`config.mk`:
```
export PLATFORM = sky130hd
export DESIGN_NAME = wprf_wgen
export DESIGN_NICKNAME = d
export VERILOG_FILES = /design/src/hw/rtl/wprf_pkg.sv /design/src/hw/rtl/wprf_wgen.sv
export VERILOG_INCLUDE_DIRS = /design/src /design/src/hw/rtl
export SDC_FILE = /design/constraint.sdc
export NUM_CORES = 1
export LEC_CHECK = 0
export ABC_AREA = 1
export BUFFER_PORTS_ARGS = -buffer_cell sky130_fd_sc_hd__buf_2
export CAP_MARGIN = 20
export CORE_AREA = 2 2 313 315
export DETAILED_ROUTE_END_ITERATION = 12
export DIE_AREA = 0 0 315 317
export SLEW_MARGIN = 20
export SYNTH_ARGS = -nofsm -noshare
export SYNTH_HDL_FRONTEND = slang
export SYNTH_SLANG_ARGS = --single-unit
```
`constraint.sdc`:
```
create_clock -name i_clk -period 29.6 [get_ports i_clk]
set_clock_uncertainty 0.05 [all_clocks]
set_input_delay 8.88 -clock i_clk [delete_from_list [all_inputs] [get_ports i_clk]]
set_output_delay 8.88 -clock i_clk [all_outputs]
set_load 0.01 [all_outputs]
```
`src/hw/rtl/mod3_mod2_weak_prf_eval_assert.svh`:
```
// Assertion macros shared by the weak PRF evaluator RTL.
// No dependencies; included by modules that carry concurrent checks.
`ifndef MOD3_MOD2_WEAK_PRF_EVAL_ASSERT_SVH
`define MOD3_MOD2_WEAK_PRF_EVAL_ASSERT_SVH

// Stage stalled by its consumer keeps its contents on the next edge.
`define WPRF_ASSERT_HOLD(lbl, clk, rst_n, stall, data) \
    lbl: assert property (@(posedge clk) disable iff (!rst_n) (stall) |=> $stable(data)) \
        else $error("stalled stage changed its contents");

// Generic next-cycle implication.
`define WPRF_ASSERT_NEXT(lbl, clk, rst_n, ante, cons) \
    lbl: assert property (@(posedge clk) disable iff (!rst_n) (ante) |=> (cons)) \
        else $error("next-cycle implication failed");

// Signal is low on the edge after reset is applied.
`define WPRF_ASSERT_RST(lbl, clk, rst_n, sig) \
    lbl: assert property (@(posedge clk) (!rst_n) |=> !(sig)) \
        else $error("signal not cleared by reset");

`endif

```
`src/hw/rtl/wprf_pkg.sv`:
```
// Package for the mod-3/mod-2 weak PRF evaluator: sizes, codes, item types
// and the mod-3 adder. No dependencies.
`default_nettype none

package wprf_pkg;

    localparam int KEY_BITS   = 128;
    localparam int OUT_ROWS   = 128;
    localparam int WORD_W     = 64;
    localparam int ROW_WORDS  = 4;
    localparam int MAT_ROWS   = 128;
    localparam int ROW_IDX_W  = 7;
    localparam int WORD_IDX_W = 2;
    localparam int GRP_W      = 8;
    localparam int NUM_GRP    = KEY_BITS / GRP_W;
    localparam int HALF_GRP   = NUM_GRP / 2;
    localparam int PP_W       = WORD_W / GRP_W;
    localparam int RES_BITS   = 128;
    localparam int IN_DATA_W  = 208;
    localparam int OUT_DATA_W = 128;
    localparam int CFG_IDX_W  = 1;

    localparam logic MODE_EVAL = 1'b0;
    localparam logic MODE_LOAD = 1'b1;

    localparam logic [CFG_IDX_W-1:0] CFG_KEY_LOW  = 1'b0;
    localparam logic [CFG_IDX_W-1:0] CFG_KEY_HIGH = 1'b1;

    typedef logic [1:0] t_trit;

    typedef struct packed {
        logic                  mode;
        logic [ROW_IDX_W-1:0]  row_index;
        logic [WORD_IDX_W-1:0] word_index;
        logic [WORD_W-1:0]     table_word;
    } t_ld;

    typedef struct packed {
        t_ld                 ld;
        logic [KEY_BITS-1:0] h;
    } t_h_item;

    typedef struct packed {
        t_ld                 ld;
        logic [KEY_BITS-1:0] w;
    } t_w_item;

    function automatic t_trit add3(t_trit a, t_trit b);
        logic [2:0] s;
        s = {1'b0, a} + {1'b0, b};
        if (s >= 3'd3) begin
            s = s - 3'd3;
        end
        return s[1:0];
    endfunction

endpackage

`default_nettype wire

```
`src/hw/rtl/wprf_wgen.sv`:
```
// Three-stage pipeline building w (bit set where the mod-3 running count of h is 1).
// Depends on wprf_pkg and the assertion macro header.
`default_nettype none
`include "mod3_mod2_weak_prf_eval_assert.svh"

module wprf_wgen (
    input  wire                logic     i_clk,
    input  wire                logic     i_rst_n,
    input  wire                logic     i_valid,
    output logic                         o_ready,
    input  wire                wprf_pkg::t_h_item i_item,
    output logic                         o_valid,
    input  wire                logic     i_ready,
    output wprf_pkg::t_w_item            o_item
);

    logic rdy1;
    logic rdy2;
    logic rdy3;

    logic              r_v1;
    logic              r_v2;
    logic              r_v3;
    wprf_pkg::t_ld     r_ld1;
    wprf_pkg::t_ld     r_ld2;
    wprf_pkg::t_ld     r_ld3;

    logic [wprf_pkg::KEY_BITS-1:0][1:0] r_lp1;
    logic [wprf_pkg::KEY_BITS-1:0][1:0] n_lp1;
    logic [wprf_pkg::KEY_BITS-1:0][1:0] r_lp2;
    logic [wprf_pkg::NUM_GRP-1:0][1:0]  r_off2;
    logic [wprf_pkg::NUM_GRP-1:0][1:0]  n_off2;
    wprf_pkg::t_trit                    r_htot2;
    wprf_pkg::t_trit                    n_htot2;
    logic [wprf_pkg::KEY_BITS-1:0]      r_w3;
    logic [wprf_pkg::KEY_BITS-1:0]      n_w3;

    assign rdy3    = !r_v3 || i_ready;
    assign rdy2    = !r_v2 || rdy3;
    assign rdy1    = !r_v1 || rdy2;
    assign o_ready = rdy1;
    assign o_valid = r_v3;
    assign o_item  = '{ld: r_ld3, w: r_w3};

    // stage 1: running count inside each 8-bit group
    always_comb begin
        wprf_pkg::t_trit acc;
        n_lp1 = '0;
        for (int g = 0; g < wprf_pkg::NUM_GRP; g++) begin
            acc = 2'd0;
            for (int j = 0; j < wprf_pkg::GRP_W; j++) begin
                acc = wprf_pkg::add3(acc, {1'b0, i_item.h[g*wprf_pkg::GRP_W + j]});
                n_lp1[g*wprf_pkg::GRP_W + j] = acc;
            end
        end
    end

    // stage 2: group offsets inside each half, plus total of the low half
    always_comb begin
        wprf_pkg::t_trit acc_lo;
        wprf_pkg::t_trit acc_hi;
        n_off2 = '0;
        acc_lo = 2'd0;
        acc_hi = 2'd0;
        for (int g = 0; g < wprf_pkg::HALF_GRP; g++) begin
            n_off2[g] = acc_lo;
            acc_lo = wprf_pkg::add3(acc_lo, r_lp1[g*wprf_pkg::GRP_W + wprf_pkg::GRP_W - 1]);
            n_off2[g + wprf_pkg::HALF_GRP] = acc_hi;
            acc_hi = wprf_pkg::add3(acc_hi,
                r_lp1[(g + wprf_pkg::HALF_GRP)*wprf_pkg::GRP_W + wprf_pkg::GRP_W - 1]);
        end
        n_htot2 = acc_lo;
    end

    // stage 3: full count per bit; w bit is set when the trit is 1
    always_comb begin
        wprf_pkg::t_trit base;
        wprf_pkg::t_trit u;
        n_w3 = '0;
        for (int g = 0; g < wprf_pkg::NUM_GRP; g++) begin
            base = wprf_pkg::add3(r_off2[g], (g >= wprf_pkg::HALF_GRP) ? r_htot2 : 2'd0);
            for (int j = 0; j < wprf_pkg::GRP_W; j++) begin
                u = wprf_pkg::add3(r_lp2[g*wprf_pkg::GRP_W + j], base);
                n_w3[g*wprf_pkg::GRP_W + j] = (u == 2'd1);
            end
        end
    end

    always_ff @(posedge i_clk) begin
        if (!i_rst_n) begin
            r_v1 <= 1'b0;
            r_v2 <= 1'b0;
            r_v3 <= 1'b0;
        end else begin
            if (rdy1) begin
                r_v1 <= i_valid;
            end
            if (rdy2) begin
                r_v2 <= r_v1;
            end
            if (rdy3) begin
                r_v3 <= r_v2;
            end
        end
    end

    always_ff @(posedge i_clk) begin
        if (rdy1) begin
            r_ld1 <= i_item.ld;
            r_lp1 <= n_lp1;
        end
        if (rdy2) begin
            r_ld2   <= r_ld1;
            r_lp2   <= r_lp1;
            r_off2  <= n_off2;
            r_htot2 <= n_htot2;
        end
        if (rdy3) begin
            r_ld3 <= r_ld2;
            r_w3  <= n_w3;
        end
    end

    `WPRF_ASSERT_HOLD(a_w3_hold, i_clk, i_rst_n, r_v3 && !i_ready, r_w3)

endmodule

`default_nettype wire

```
; ---- After elaboration in Yosys (flattened, before gate mapping)
; Cells that the tools add are included.
[word_totals]
ff_bits = 895
input_bits = 206
output_inout_bits = 204
word_cells = 1531
[classes]
addsub = 538
n_lt_le_gt_ge = 286
eq_ne = 128
n_mux = 286
reduce_logical = 6
[op_table]
columns = operator, n
row1 = "3-bit by 2-bit greater-or-equal comparator with 1-bit output, second input constant", 252
row2 = 2-bit 2-to-1 mux, 286
row3 = "2-bit subtractor, second input constant", 270
row4 = 2-bit by 2-bit adder with 3-bit output, 140
row5 = 2-bit by 1-bit adder with 3-bit output, 112
row6 = "2-bit by 1-bit equality test with 1-bit output, second input constant", 128
row7 = "2-bit greater-or-equal comparator, second input constant", 18
row8 = "1-bit by 2-bit greater-or-equal comparator with 1-bit output, second input constant", 16
row9 = "1-bit by 2-bit subtractor with 2-bit output, second input constant", 16
row10 = 1-bit logical NOT, 3
row11 = 1-bit logical OR, 3

; ---- Logic depth before layout (Yosys ltp)
; Gate-level depths: netlist (run 1).
[logic_depth]
word_depth = 23
mapped_depth = 57
depth_no_buf = 57

; ---- Least setup slack after synthesis (run 1)
; OpenSTA, ideal clock, no wires.
[synth_timing]
path_type = input to output
from = in i_ready
to = out o_ready
t_arrival_ps = 17476
t_required_ps = 20670
path_slack_ps = 3194
stages = 2
path_buffers = 0
cell_sequence = inv_2 nand4_1
[synth_via]
elab_chain_len = 3
[synth_rtl]
columns = item, line_no
row1 = "start, declared", wprf_wgen.sv:13  ; input wire logic i_ready,
row2 = 1-bit logical OR, wprf_wgen.sv:38  ; assign rdy3 = !r_v3 || i_ready;
row3 = 1-bit logical OR, wprf_wgen.sv:39  ; assign rdy2 = !r_v2 || rdy3;
row4 = 1-bit logical OR, wprf_wgen.sv:40  ; assign rdy1 = !r_v1 || rdy2;
row5 = "end, declared", wprf_wgen.sv:10  ; output logic o_ready,
; Every way passes these cells.

; ---- Final worst setup path (run 1)
; Ends and elaborated chain as after synthesis.

==> key figures, run 1 <==
Timing
  • Hold Fails Final Rpt: 0
  • RSZ-0062 raised after global routing: false
  • Final TNS setup: 0 ps
  • Fin crit share: 0.6237
  • Fin crit period: between 15000 and 20000 ps
  • Final Setup Violations: 0
  • Max-slew violations: 0
  • Fmax: 54.16 MHz
  • Least-Margin Pin Slew: 1037 ps
  • Worst slew margin: 0.3090

Route
  • Routed WL: 78360 µm
  • Vias: ~23000
  • DRT iter0 DRCs: between 1000 and 1500
  • DRC: 0
  • WL/cell: 16.96 µm
  • Drt pass-1 iters: 5
  • DRT antenna net count: 0
  • Routed vias/inst: 4.892

Worst setup path
  • Number of cells on the worst reg-to-reg path: between 40 and 50
  • CP Class: input port to primary output
  • Worst EP arrival: 9530 ps
  • CP required: 20670 ps
  • CP max stage cell: buf_2
  • R2R Path End: r_htot2[1]
  • Crit-path leading delay family: buffers and inverters
  • Crit Reg-Reg Startpoint: r_lp1[14]
  • Largest stage delay, worst path: about 230 ps
  • Critical Path Sink Type: primary output
  • Critical-path cell list: buf_2 -> inv_2 -> nand4_1 -> buf_2
  • WP buf/inv: 3
  • Most used cell, CP: buf_2
  • Startpoint Class: input port
  • Max FO, Critical Path: 3
  • FF-to-FF setup slack: 19920 ps

Global routing
  • Largest net degree at the start of global routing: 139
  • First-pass GRT wire length: 124100 µm
  • Vias in the first global route: 24600
  • Grt met1 use: 0.1768
  • Gr usage total: 0.1584
  • Grt total ovfl: 0
  • Initial antenna violation count: 15
  • GRT busiest layer: met2
  • GRT met2 Usage: 0.2923
  • M3 GR Usage: 0.04330

Die
  • Starting Density: 0.4471
  • Die Area: 99860 µm²
  • Core ar.: about 96000 µm²
  • Num ports: approximately 400
  • Chip height: roughly 320 µm
  • Std cell rows: around 110
  • Die width: 315 µm

Layout
  • Final core utilization: 0.5209
  • Layout Nets: approximately 4200
  • FILL cells: 7796
  • Area occupied by multi-input gates: around 16000 µm²
  • Share of layout cells above drive strength 1: 0.1892
  • Finished layout cell area: 50150 µm²
  • Storage cell area: 25880 µm²
  • Area Growth Syn to Fin: 16.49%

Synth
  • Post-Syn Nets: between 3000 and 4000
  • Ys Warns: 0
  • Mapped Cells: between 2000 and 3000
  • Yosys cell types: 23
  • Post-Syn Area: 43050 µm²
  • Seq/Total Area, Yosys: 0.6013
  • Post-synthesis register bit count: 863
  • Synthesized area per cell: 15.72 µm²

CTS
  • Cts bufs inserted: 96
  • CTS Hold Buffers Added: 0
  • Post-CTS setup buffer count: 0
  • Clk_lat worst skew: around 680 ps
  • CTS Buffer Depth: 3
  • Root Buffer: clkbuf_16
  • CTS tree: built
  • H-tree lvl count: 3
  • Clk slew on worst S/H paths: 60 ps
  • Clk sinks: 863
  • Cts repair resizes: 0

Place
  • Routability cong.: 0.7571
  • HPWL after DPL: 56030 µm
  • Placed inst area: 46860 µm²
  • IO buf count: ~410

Worst hold path
  • Hold crit path type: flip-flop to flip-flop
  • Hold wc startpoint: r_lp1[236]
  • Hold endpoint: r_lp2[236]
  • WHS Path Cells: 0

Run
  • Max-cap viol count: 0

Status
  • Outcome: completed
==> worst max path at each step <==
stage | from | to | cells after the start
finish | i_ready | o_ready | 4
detailed placement | i_ready | o_ready | 4
global route | i_ready | o_ready | 4
CTS | i_ready | o_ready | 4
floorplan | i_ready | o_ready | 2
global placement | i_ready | o_ready | 4
==> area by class of cell <==
cell class | count | area share
Multi-Input combinational cell | 1589 | 0.3213
Clock buffer | 111 | 0.04902
Timing Repair Buffer | 426 | 0.04361
Antenna cell | 4 | 0.0001996
Tap cell | 1276 | 0.03183
Sequential cell | 863 | 0.5161
Clock inverter | 64 | 0.01637
Inverter | 287 | 0.02148
==> logic make-up after synthesis <==
group,after synthesis,synth area share
AO/OA/AOI/OAI,261,0.03659
XOR/XNOR,96,0.01953
adder cells (fa/ha/maj),724,0.2544
flip-flops,863,0.6013
AND/OR/NAND/NOR,420,0.04020
multiplexers,88,0.02302
buffers and inverters,287,0.02502
==> cells in the mapped netlist <==
library cell / count / area [µm²]
a21oi_1: 3 / 15.01
clkinv_1: 3 / 11.26
dfxtp_1: 3 / 60.06
edfxtp_1: 860 / 25820
fa_1: 252 / 5045
ha_1: 472 / 5906
inv_1: 252 / 945.9
inv_2: 32 / 120.1
mux2_1: 88 / 991.0
nand2_1: 127 / 476.7
nand2_2: 15 / 93.84
nand3_1: 17 / 85.08
nand3b_1: 16 / 120.1
nand4_1: 1 / 6.260
nor2_1: 233 / 874.6
nor2_2: 10 / 62.56
nor2_4: 1 / 11.26
o21a_1: 105 / 788.3
o21ai_0: 2 / 10.01
o21ai_1: 146 / 730.7
o22ai_1: 5 / 31.28
xnor2_1: 8 / 70.07
xor2_1: 88 / 770.7
==> metal layers <==
metal	share of wire	wire, µm
met3	0.062	4831
met2	0.53	41410
met4	0.028	2189
met5	0.0016	122
met1	0.38	29810
==> stage by stage <==
step | hold WS [ps] | worst slack (ps) | cells
global placement | 350.1 | 11090 | 4441
floorplan | 350.3 | 3194 | 2739
detailed placement | 354.5 | 11090 | 4441
global route | 365.3 | 11080 | 4617
finish | 357.0 | 11140 | 4620
CTS | 358.3 | 11080 | 4616
==> registers in the layout, indices dropped and copies added, names as in the netlist <==
register	cells
r_lp1	240
r_lp2	240
r_w3	128
o_item	74
r_ld1	74
r_ld2	74
r_off2	28
r_htot2	2
o_valid	1
r_v1	1
r_v2	1
==> cell usage in the layout, fill, tap and decap left out, types with 19 or more instances in the layout <==
cell type,count
nand2_1,126
o21a_1,105
fa_1,252
clkbuf_16,96
edfxtp_1,860
o21ai_1,144
ha_1,472
inv_1,252
xor2_1,88
clkinv_1,19
inv_2,32
mux2_1,88
nor2_1,233
buf_2,409
Power of run 1 is not shown: default switching activity piles up to over one toggle a cycle in this logic, so the estimate is an artifact.
==> inputs of run 2 (changes only) <==
clock period = 18.65 ns   (was 29.6 ns; I/O delays follow)
==> key figures, run 2 (same netlist as run 1, synthesis figures left out) <==
Layout
  • Area Growth Syn to Fin: 16.55% (was 16.49%)
  • N_diodes: 0 (was 4)
  • Biggest regs: r_lp1: 240 flops, r_lp2: 240 flops, r_w3: 128 flops (unchanged)
  • FILL cells: 7867 (was 7796)
  • Layout Nets: 4196 (was 4193)
  • Finished layout cell area: 50170 µm² (was 50150 µm²)
  • Share of layout cells above drive strength 1: 0.1900 (was 0.1892)
  • Most frequent cells in the layout: edfxtp_1, ha_1, buf_2 (unchanged)
  • Leading cell type in the layout, fill and taps excluded: edfxtp_1 (unchanged)

Place
  • Placed inst area: 46880 µm² (was 46860 µm²)
  • Place WS: 6246 ps (was 11090 ps)
  • Routability cong.: 0.7658 (was 0.7571)
  • IO buf count: 409 (unchanged)
  • HPWL after DPL: 56450 µm (was 56030 µm)

Worst setup path
  • R2R Path End: r_htot2[1] (unchanged)
  • Most used cell, CP: buf_2 (unchanged)
  • Number of cells on the worst reg-to-reg path: 52 (was 48)
  • FF-to-FF setup slack: 8970 ps (was 19920 ps)
  • CP max stage cell: buf_4 (was buf_2)
  • Worst EP arrival: 6560 ps (was 9530 ps)
  • CP required: 13010 ps (was 20670 ps)
  • Crit Reg-Reg Startpoint: r_lp1[15] (was r_lp1[14])
  • Largest stage delay, worst path: 460 ps (was 230 ps)
  • Startpoint Class: input port (unchanged)
  • Critical Path Sink Type: primary output (unchanged)
  • CP Class: input port to primary output (unchanged)
  • Crit-path leading delay family: buffers and inverters (unchanged)
  • Critical-path cell list: buf_2 -> inv_8 -> nand4_1 -> buf_4 -> buf_2 (was buf_2 -> inv_2 -> nand4_1 -> buf_2)
  • WP buf/inv: 4 (was 3)
  • Max FO, Critical Path: 42 (was 3)
  • Crit. Startpoint: i_ready (unchanged)

CTS
  • CTS Buffer Depth: 3 (unchanged)
  • Clk_lat worst skew: 660 ps (was 680 ps)
  • Clk sinks: 863 (unchanged)
  • H-tree lvl count: 3 (unchanged)
  • Cts repair resizes: 0 (unchanged)
  • CTS Hold Buffers Added: 0 (unchanged)
  • CTS tree: built (unchanged)
  • Cts bufs inserted: 96 (unchanged)
  • Clk slew on worst S/H paths: 60 ps (about the same)
  • Post-CTS setup buffer count: 0 (unchanged)
  • Root Buffer: clkbuf_16 (unchanged)

Timing
  • Final WS setup: 6448 ps (was 11140 ps)
  • Fin crit period: 12200 ps
  • Fmax: around 80 MHz
  • RSZ-0062 raised after global routing: false (unchanged)
  • Least-Margin Pin Slew: 1020 ps (was 1037 ps)
  • Max-slew violations: 0 (unchanged)
  • Hold Fails Final Rpt: 0 (unchanged)
  • Final Setup Violations: 0 (unchanged)
  • Worst slew margin: 0.3200 (was 0.3090)
  • Fin crit share: 0.6542

Route
  • Drt pass-1 iters: 4 (was 5)
  • WL/cell: 16.97 µm (was 16.96 µm)
  • Routed vias/inst: 4.879 (was 4.892)
  • DRC: 0 (unchanged)
  • Vias: 22560 (was 22600)
  • DRT iter0 DRCs: 1122 (was 1090)
  • DRT antenna net count: 0 (unchanged)
  • Routed WL: 78460 µm (was 78360 µm)

Die
  • Std cell rows: 114 (unchanged)
  • Die Area: 99860 µm² (unchanged)
  • Core ar.: 96280 µm² (unchanged)
  • Starting Density: 0.4471 (unchanged)
  • Chip height: 317 µm (unchanged)
  • Die width: 315 µm (unchanged)
  • Num ports: 410 (unchanged)

Global routing
  • First-pass GRT wire length: 125400 µm (was 124100 µm)
  • Initial antenna violation count: 11 (was 15)
  • Gr usage total: 0.1603 (was 0.1584)
  • Grt total ovfl: 0 (unchanged)
  • Vias in the first global route: 24590 (was 24600)
  • Largest net degree at the start of global routing: 147 (was 139)

Run
  • Max-cap viol count: 0 (unchanged)

Worst hold path
  • Hold endpoint: r_lp2[162] (was r_lp2[236])
  • Hold crit path type: flip-flop to flip-flop (unchanged)
  • WHS Path Cells: 0 (unchanged)
  • Hold wc startpoint: r_lp1[162] (was r_lp1[236])

Status
  • Outcome: completed (unchanged)
==> run 2: changes by cell type in the layout (fill, tap and decap cells not counted), sizes merged <==
cell	delta
clkinvlp	+4
buf	+3
clkbuf	-1
diode	-4
clkinv	+4
bufinv	-2
==> run 2: metal layers <==
metal  vias up  GRT usage  part of all wire
met3       152    0.04219             0.060
li1      10790          -                 -
met1     11210     0.1818              0.40
met2       401     0.2932              0.52
met4        12    0.05141             0.026
met5         -          0           0.00084
==> run 2: worst register-to-register path, delay by kind of cell, from the launching register on <==
kind	cells	cell delay, ps
adder cells (fa/ha/maj)	20	6050
AND/OR/NAND/NOR	19	1780
buffers and inverters	11	620
AO/OA/AOI/OAI	2	510
flip-flops	1	430
==> run 2: how the worst max path moves through the flow <==
| stage | to | slack (ps) | cells after the start |
|---|---|---|---|
| CTS | o_ready | 6420 | 5 |
| global placement | r_lp1[223] | 6350 | 19 |
| floorplan | o_ready | -1170 | 2 |
| detailed placement | r_lp1[223] | 6250 | 19 |
| global route | o_ready | 6340 | 5 |
| finish | o_ready | 6450 | 5 |
==> run 2: layout make-up <==
cell class | instances | area, µm² | area share
flip-flops and latches | 863 | 25880 | 0.5159
repair buffers | 429 | 2242 | 0.04469
well taps | 1276 | 1597 | 0.03182
clock inverters | 70 | 748.2 | 0.01491
clock buffers | 110 | 2497 | 0.04977
inverters | 287 | 1085 | 0.02162
multi-input cells | 1589 | 16120 | 0.3213
==> run 2: stage by stage <==
step / TNS [ps] / utilization / cells / hold slack, ps
after floorplan: -1166 / - / 2739 / 350.3
after global placement: 0 / 0.4867 / 4441 / 350.4
after detailed placement: 0 / 0.4869 / 4442 / 354.5
after CTS: 0 / 0.5206 / 4622 / 359.3
after global routing: 0 / 0.5211 / 4624 / 363.1
final: 0 / 0.5211 / 4624 / 358.9
Power of run 2 is left out for the same reason.
